File: src/rtl/core/fmwq_pkg.sv
`timescale 1ns / 1ps
// Shared types and codes for the FIFO-queued mutex.
package fmwq_pkg;

    localparam int TASK_W = 6;

    typedef enum logic [1:0] {
        FUNC_ACQUIRE = 2'd0,
        FUNC_TRY     = 2'd1,
        FUNC_RELEASE = 2'd2,
        FUNC_FORCE   = 2'd3
    } func_t;

    typedef enum logic [2:0] {
        ERR_NONE   = 3'd0,
        ERR_TWICE  = 3'd1,
        ERR_UNHELD = 3'd2,
        ERR_OWNER  = 3'd3,
        ERR_FULL   = 3'd4
    } err_t;

    typedef enum logic {
        ST_IDLE,
        ST_EXEC
    } state_t;

    typedef struct packed {
        func_t              func;
        logic [TASK_W-1:0]  task_id;
    } req_t;

    typedef struct packed {
        logic               granted;
        logic               blocked;
        logic               woken_valid;
        logic [TASK_W-1:0]  woken_task;
        err_t               error;
    } rsp_t;

    // State updates chosen by the decision logic for one transaction.
    typedef struct packed {
        logic grant;
        logic enqueue;
        logic handover;
        logic free;
    } action_t;

endpackage

File: src/rtl/core/fmwq_ram.sv
`timescale 1ns / 1ps
// Generic single-port-write, registered-read RAM.
module fmwq_ram
#(
    parameter int WIDTH = 8,
    parameter int DEPTH = 16
)
(
    input  logic                     clk,
    input  logic                     we,
    input  logic [$clog2(DEPTH)-1:0] waddr,
    input  logic [WIDTH-1:0]         wdata,
    input  logic                     re,
    input  logic [$clog2(DEPTH)-1:0] raddr,
    output logic [WIDTH-1:0]         rdata
);

    logic [WIDTH-1:0] mem [DEPTH];
    logic [WIDTH-1:0] rdata_reg;

    always_ff @(posedge clk)
    begin
        if (we)
        begin
            mem[waddr] <= wdata;
        end
        if (re)
        begin
            rdata_reg <= mem[raddr];
        end
    end

    assign rdata = rdata_reg;

endmodule

File: src/rtl/core/fmwq_decide.sv
`timescale 1ns / 1ps
// Decision logic: picks the state update and the result for one request.
module fmwq_decide
    import fmwq_pkg::*;
#(
    parameter int MAX_TASKS = 64
)
(
    input  req_t                           req,
    input  logic                           locked,
    input  logic [TASK_W-1:0]              owner,
    input  logic [$clog2(MAX_TASKS+1)-1:0] count,
    input  logic [TASK_W-1:0]              head_task,
    output action_t                        act,
    output rsp_t                           rsp
);

    localparam int CW = $clog2(MAX_TASKS + 1);

    always_comb
    begin
        act = '0;
        rsp = '0;
        rsp.error = ERR_NONE;
        unique case (req.func) inside
            FUNC_ACQUIRE:
            begin
                if (!locked)
                begin
                    act.grant   = 1'b1;
                    rsp.granted = 1'b1;
                end
                else if (owner == req.task_id)
                begin
                    rsp.error = ERR_TWICE;
                end
                else if (count == CW'(MAX_TASKS))
                begin
                    rsp.error = ERR_FULL;
                end
                else
                begin
                    act.enqueue = 1'b1;
                    rsp.blocked = 1'b1;
                end
            end
            FUNC_TRY:
            begin
                if (!locked)
                begin
                    act.grant   = 1'b1;
                    rsp.granted = 1'b1;
                end
            end
            FUNC_RELEASE, FUNC_FORCE:
            begin
                if (!locked)
                begin
                    rsp.error = ERR_UNHELD;
                end
                else if (req.func == FUNC_RELEASE && owner != req.task_id)
                begin
                    rsp.error = ERR_OWNER;
                end
                else if (count != '0)
                begin
                    act.handover    = 1'b1;
                    rsp.woken_valid = 1'b1;
                    rsp.woken_task  = head_task;
                end
                else
                begin
                    act.free = 1'b1;
                end
            end
            default:
            begin
                act = '0;
            end
        endcase
    end

endmodule

File: src/rtl/core/fifo_mutex_with_wait_queue.sv
`timescale 1ns / 1ps
// Top level of the FIFO-queued mutex with owner tracking.
//
// A request (operation and task) is a transaction accepted at a rising edge
// where start is high and busy is low. Every request yields exactly one
// result: done is high for one cycle with the result on rsp, and the
// receiver takes it at the edge that ends that cycle; it cannot stall.
//
// The waiter queue lives in a RAM with a registered read. At acceptance the
// RAM is read at the queue head, so the oldest waiter is on hand in the
// following execute cycle, where the lock, owner, head and count registers
// are updated and an enqueue writes the tail entry. The result is
// registered and shown in the cycle after execute.
//
// The request is registered at the accepting edge, the block is busy in its
// execute state, and done and the result are registered at the edge that
// ends execute. No new request is accepted while busy; a new request may be
// accepted at the edge that ends the cycle in which done is shown.
//
// Reset frees the lock, clears the owner and empties the queue; the queue
// RAM itself is not cleared, as only entries that were written are used.
module fifo_mutex_with_wait_queue
    import fmwq_pkg::*;
#(
    parameter int MAX_TASKS = 64
)
(
    input  logic clk,
    input  logic rst_n,
    input  logic start,
    output logic busy,
    input  req_t req,
    output logic done,
    output rsp_t rsp
);

    localparam int HW = $clog2(MAX_TASKS);
    localparam int CW = $clog2(MAX_TASKS + 1);

    state_t            state_reg, state_next;
    req_t              req_reg;
    logic              locked_reg;
    logic [TASK_W-1:0] owner_reg;
    logic [HW-1:0]     head_reg;
    logic [CW-1:0]     count_reg;
    logic              done_reg;
    rsp_t              rsp_reg;

    logic              accept;
    logic              exec;
    logic [TASK_W-1:0] head_task;
    logic [CW:0]       tail_sum;
    logic [HW-1:0]     tail;
    logic [HW-1:0]     head_inc;
    action_t           act;
    rsp_t              rsp_calc;

    assign busy   = (state_reg == ST_EXEC);
    assign accept = start && !busy;
    assign exec   = (state_reg == ST_EXEC);

    // Tail slot of the circular queue, wrapped for any depth.
    assign tail_sum = (CW+1)'(head_reg) + (CW+1)'(count_reg);
    assign tail     = (tail_sum >= (CW+1)'(MAX_TASKS))
                      ? HW'(tail_sum - (CW+1)'(MAX_TASKS))
                      : HW'(tail_sum);
    assign head_inc = (head_reg == HW'(MAX_TASKS - 1)) ? '0 : head_reg + 1'b1;

    fmwq_ram #(
        .WIDTH (TASK_W),
        .DEPTH (MAX_TASKS)
    ) u_queue (
        .clk   (clk),
        .we    (exec && act.enqueue),
        .waddr (tail),
        .wdata (req_reg.task_id),
        .re    (accept),
        .raddr (head_reg),
        .rdata (head_task)
    );

    fmwq_decide #(
        .MAX_TASKS (MAX_TASKS)
    ) u_decide (
        .req       (req_reg),
        .locked    (locked_reg),
        .owner     (owner_reg),
        .count     (count_reg),
        .head_task (head_task),
        .act       (act),
        .rsp       (rsp_calc)
    );

    always_comb
    begin
        state_next = state_reg;
        unique case (state_reg)
            ST_IDLE:
            begin
                if (start)
                begin
                    state_next = ST_EXEC;
                end
            end
            ST_EXEC:
            begin
                state_next = ST_IDLE;
            end
            default:
            begin
                state_next = ST_IDLE;
            end
        endcase
    end

    always_ff @(posedge clk or negedge rst_n)
    begin
        if (!rst_n)
        begin
            state_reg  <= ST_IDLE;
            locked_reg <= 1'b0;
            owner_reg  <= '0;
            head_reg   <= '0;
            count_reg  <= '0;
            done_reg   <= 1'b0;
        end
        else
        begin
            state_reg <= state_next;
            done_reg  <= exec;
            if (exec)
            begin
                if (act.grant)
                begin
                    locked_reg <= 1'b1;
                    owner_reg  <= req_reg.task_id;
                end
                if (act.enqueue)
                begin
                    count_reg <= count_reg + 1'b1;
                end
                if (act.handover)
                begin
                    owner_reg <= head_task;
                    head_reg  <= head_inc;
                    count_reg <= count_reg - 1'b1;
                end
                if (act.free)
                begin
                    locked_reg <= 1'b0;
                    owner_reg  <= '0;
                end
            end
        end
    end

    // Payload registers carry no reset.
    always_ff @(posedge clk)
    begin
        if (accept)
        begin
            req_reg <= req;
        end
        if (exec)
        begin
            rsp_reg <= rsp_calc;
        end
    end

    assign done = done_reg;
    assign rsp  = rsp_reg;

endmodule

File: config.mk
export PLATFORM = sky130hd
export DESIGN_NAME = fifo_mutex_with_wait_queue
export DESIGN_NICKNAME = d
export VERILOG_FILES = /design/src/rtl/core/fmwq_pkg.sv /design/src/rtl/core/fmwq_ram.sv /design/src/rtl/core/fmwq_decide.sv /design/src/rtl/core/fifo_mutex_with_wait_queue.sv
export SDC_FILE = /design/constraint.sdc
export NUM_CORES = 1
export LEC_CHECK = 0
export ABC_CLOCK_PERIOD_IN_PS = 4800
export BUFFER_PORTS_ARGS = -buffer_cell sky130_fd_sc_hd__buf_2
export CAP_MARGIN = 40
export CELL_PAD_IN_SITES_DETAIL_PLACEMENT = 1
export CELL_PAD_IN_SITES_GLOBAL_PLACEMENT = 1
export CORE_ASPECT_RATIO = 0.75
export CORE_UTILIZATION = 55
export DETAILED_ROUTE_END_ITERATION = 6
export MAX_ROUTING_LAYER = met4
export PLACE_DENSITY_LB_ADDON = 0.1
export SYNTH_ARGS = -nofsm -noshare
export SYNTH_HDL_FRONTEND = slang
export SYNTH_SLANG_ARGS = --single-unit
export TNS_END_PERCENT = 1
File: constraint.sdc
create_clock -name clk -period 4.8 [get_ports clk]
set_input_delay 0.24 -clock clk [delete_from_list [all_inputs] [get_ports clk]]
set_output_delay 0.24 -clock clk [all_outputs]
set_load 0.02 [all_outputs]
==> impl_metrics.tcl <==
set metrics [dict create \
    status "finished with violations" \
    violations "design-rule violations" \
    rsz0062_at_grt "no" \
    critPathLaunchType "flop" \
    place_congestion 0.887 \
    rrSetupSlack_ps 730 \
    grt_pass1_vias 9507 \
    synth-main-ff-cell "edfxtp_1" \
    final_cell_mix "edfxtp_1, mux4_2, nor3_1, a22oi_1, clkbuf_16" \
    ant_nets 0 \
    vdd_drop_max_uv 376 \
    hold_depth 2 \
    critical_path_class "reg -> reg" \
    port_buffers 24 \
    final_common_cell "edfxtp_1" \
    clk_latency_ps 550 \
    syn_avg_cell_area_sq_um 19.4 \
    crit_arrival_ps 4230 \
    power_density_nw_per_um2 550 \
    critPathBufInv 0 \
    setup_viol 0 \
    fin_util 0.634 \
    synth_nets 904 \
    ys_types 57 \
    synth_area_sq_um 17200 \
    final_nets 974 \
    yosysSeqAreaShare 0.748 \
    die_h_um 155 \
    tns_ps 0 \
    die_w_um 206 \
    drt_iter0_drc 1037 \
    period_share 0.848 \
    syn_inst 885 \
    cts_buffers 41 \
    maxSlewHeadroom 0.406 \
    critical_path.top_delay_family "simple AND/OR/NAND/NOR gates" \
    synth-async-reset-ratio 0.0509 \
    drive_gt1_frac 0.234 \
    grt_max_degree 66 \
    cp.required_ps 4960 \
    synth.yosys.warnings 0 \
    grt_overflow_total 0 \
    critPathSlowestCell "nor3_1" \
    tritoncts "built" \
    fmax_mhz 246 \
    worstHoldEndpoint "busy$_DFF_PN0_" \
    clkSlewWorstSetupHoldPaths_ps 70 \
    min_period_ps 4070 \
    core_sq_um 30500 \
    hold_violations 0 \
    ff2ff_path_depth 7 \
    synth.largest_area_cell "edfxtp_1" \
    reg2reg_from "head_reg[0]$_DFFE_PN0P_" \
    synthTopCellsByArea "edfxtp_1, mux4_2, dfrtp_1" \
    path_max_fanout 17 \
    wirelength_um 42500 \
    worst_slew_pin_slew_ps 884 \
    hp-class "in -> reg" \
    path_cells "ha_1, fa_1, a21o_1, a21oi_1, xor2_1, nand2_1, nor3_1" \
    drv_cap 0 \
    drv_slew 0 \
    critical-path-max-stage-delay_ps 890 \
    leakagePower_nw 6.23 \
    finClkSkew_ps 20.7 \
    dpl.hpwl_um 26100 \
    cp-end-kind "flop" \
    grt_use_total 0.285 \
    cts.sinks 432 \
    grt_pass1_wl_um 62900 \
    drt_pass1_iterations 7 \
    largest_reg_flops 384 \
    min-delay-start "start" \
    dr_total_vias 9194 \
    clockRootBuffer "clkbuf_16" \
    remaining_drc_errors 4 \
    area_growth_pct 12.3 \
    die_area_sq_um 32000 \
    reg2reg_to "u_queue.mem[40][1]$_DFFE_PP_" \
    yosys.area.top_type_share 0.716 \
    initial_utilization 0.564 \
    synth_edf_count 410 \
    avgRoutedWirePerCell_um 30.6 \
    antenna_found_initial 2 \
    io_pins 25 \
    h-tree-depth 2 \
    row_count 55 \
    clockBufferDepth 3 \
    ys_ff_latch 432 \
    vias_per_cell 6.62 \
]
-- final cells by class --
class / instances / area, sq um
Timing Repair Buffer: 73 / 563
Clock inverter: 23 / 130
Multi-Input combinational cell: 404 / 4140
Antenna cell: 2 / 5.00
Sequential cell: 432 / 12900
Tap cell: 399 / 499
Inverter: 3 / 11.3
Fill cell: 2544 / 11200
Clock buffer: 52 / 1110
-- Yosys cell counts, types with 3 or more instances --
master,instances
a21o_1,4
a21oi_1,30
a22oi_1,44
and3_1,9
buf_1,3
buf_2,17
clkbuf_1,26
dfrtp_1,22
edfxtp_1,410
ha_1,7
inv_1,3
mux2_2,4
mux4_2,95
nand2_1,22
nand2b_1,3
nand3_1,11
nand4_1,3
nor2_1,36
nor2b_1,5
nor3_1,44
nor3_2,4
o21ai_0,16
or4_1,6
xnor2_1,10
xor2_1,13
-- through the flow --
| stage | instances | hold slack, ps | power (mW) | instance area [sq um] | setup WS (ps) |
|---|---|---|---|---|---|
| 2_1_floorplan | 885 | -55.6 | 6.65 | 17200 | 1440 |
| 3_3_place_gp | 1296 | 261 | 7.44 | 17900 | 1080 |
| 3_5_place_dp | 1299 | 285 | 7.61 | 18000 | 814 |
| 4_1_cts | 1383 | 70.3 | 10.7 | 19300 | 724 |
| 5_1_grt | 1388 | 87.3 | 11.0 | 19300 | 562 |
| 6_report | 1388 | 89.5 | 10.6 | 19300 | 732 |
-- logic make-up after synthesis --
group,count (synthesis),share of synthesized area
AOI/OAI and AO/OA,111,0.0435
muxes,101,0.128
buffers and inverters,49,0.0119
xor gates and xnor gates,23,0.0117
DFF,432,0.748
adders and majority gates,8,0.00625
and+or+nand+nor,161,0.0508
-- layer usage --
metal | wire length (um) | part of all wire | GRT usage
met1 | 17700 | 0.42 | 0.400
met2 | 20100 | 0.47 | 0.418
met3 | 3830 | 0.090 | 0.0771
met4 | 939 | 0.022 | 0.0732
met5 | 0 | 0 | -
-- where the power goes --
part | switching [mW] | internal (mW) | leakage (nW)
clock | 1.34 | 1.69 | 0.607
sequential | 0.223 | 4.30 | 3.97
combinational | 1.88 | 1.21 | 1.65
total | 3.44 | 7.20 | 6.23
-- what timing repair did --
action,4_1_cts,5_1_grt
hold buffers,9,0
gates resized for setup,0,0
endpoints found under the hold margin,30,0
setup buffers,0,0
-- worst max-delay path by stage --
stage                            start                           end  cells past startpoint
6_report       head_reg[0]$_DFFE_PN0P_  u_queue.mem[40][1]$_DFFE_PP_                      7
2_1_floorplan     req_reg[5]$_DFFE_PP_      count_reg[4]$_DFFE_PN0P_                     10
3_5_place_dp   head_reg[0]$_DFFE_PN0P_  u_queue.mem[44][5]$_DFFE_PP_                      7
4_1_cts        head_reg[0]$_DFFE_PN0P_  u_queue.mem[44][1]$_DFFE_PP_                      7
5_1_grt        head_reg[0]$_DFFE_PN0P_  u_queue.mem[43][5]$_DFFE_PP_                      7
3_3_place_gp   head_reg[0]$_DFFE_PN0P_  u_queue.mem[44][4]$_DFFE_PP_                      7
No activity file was read; power rests on OpenSTA's default activity.
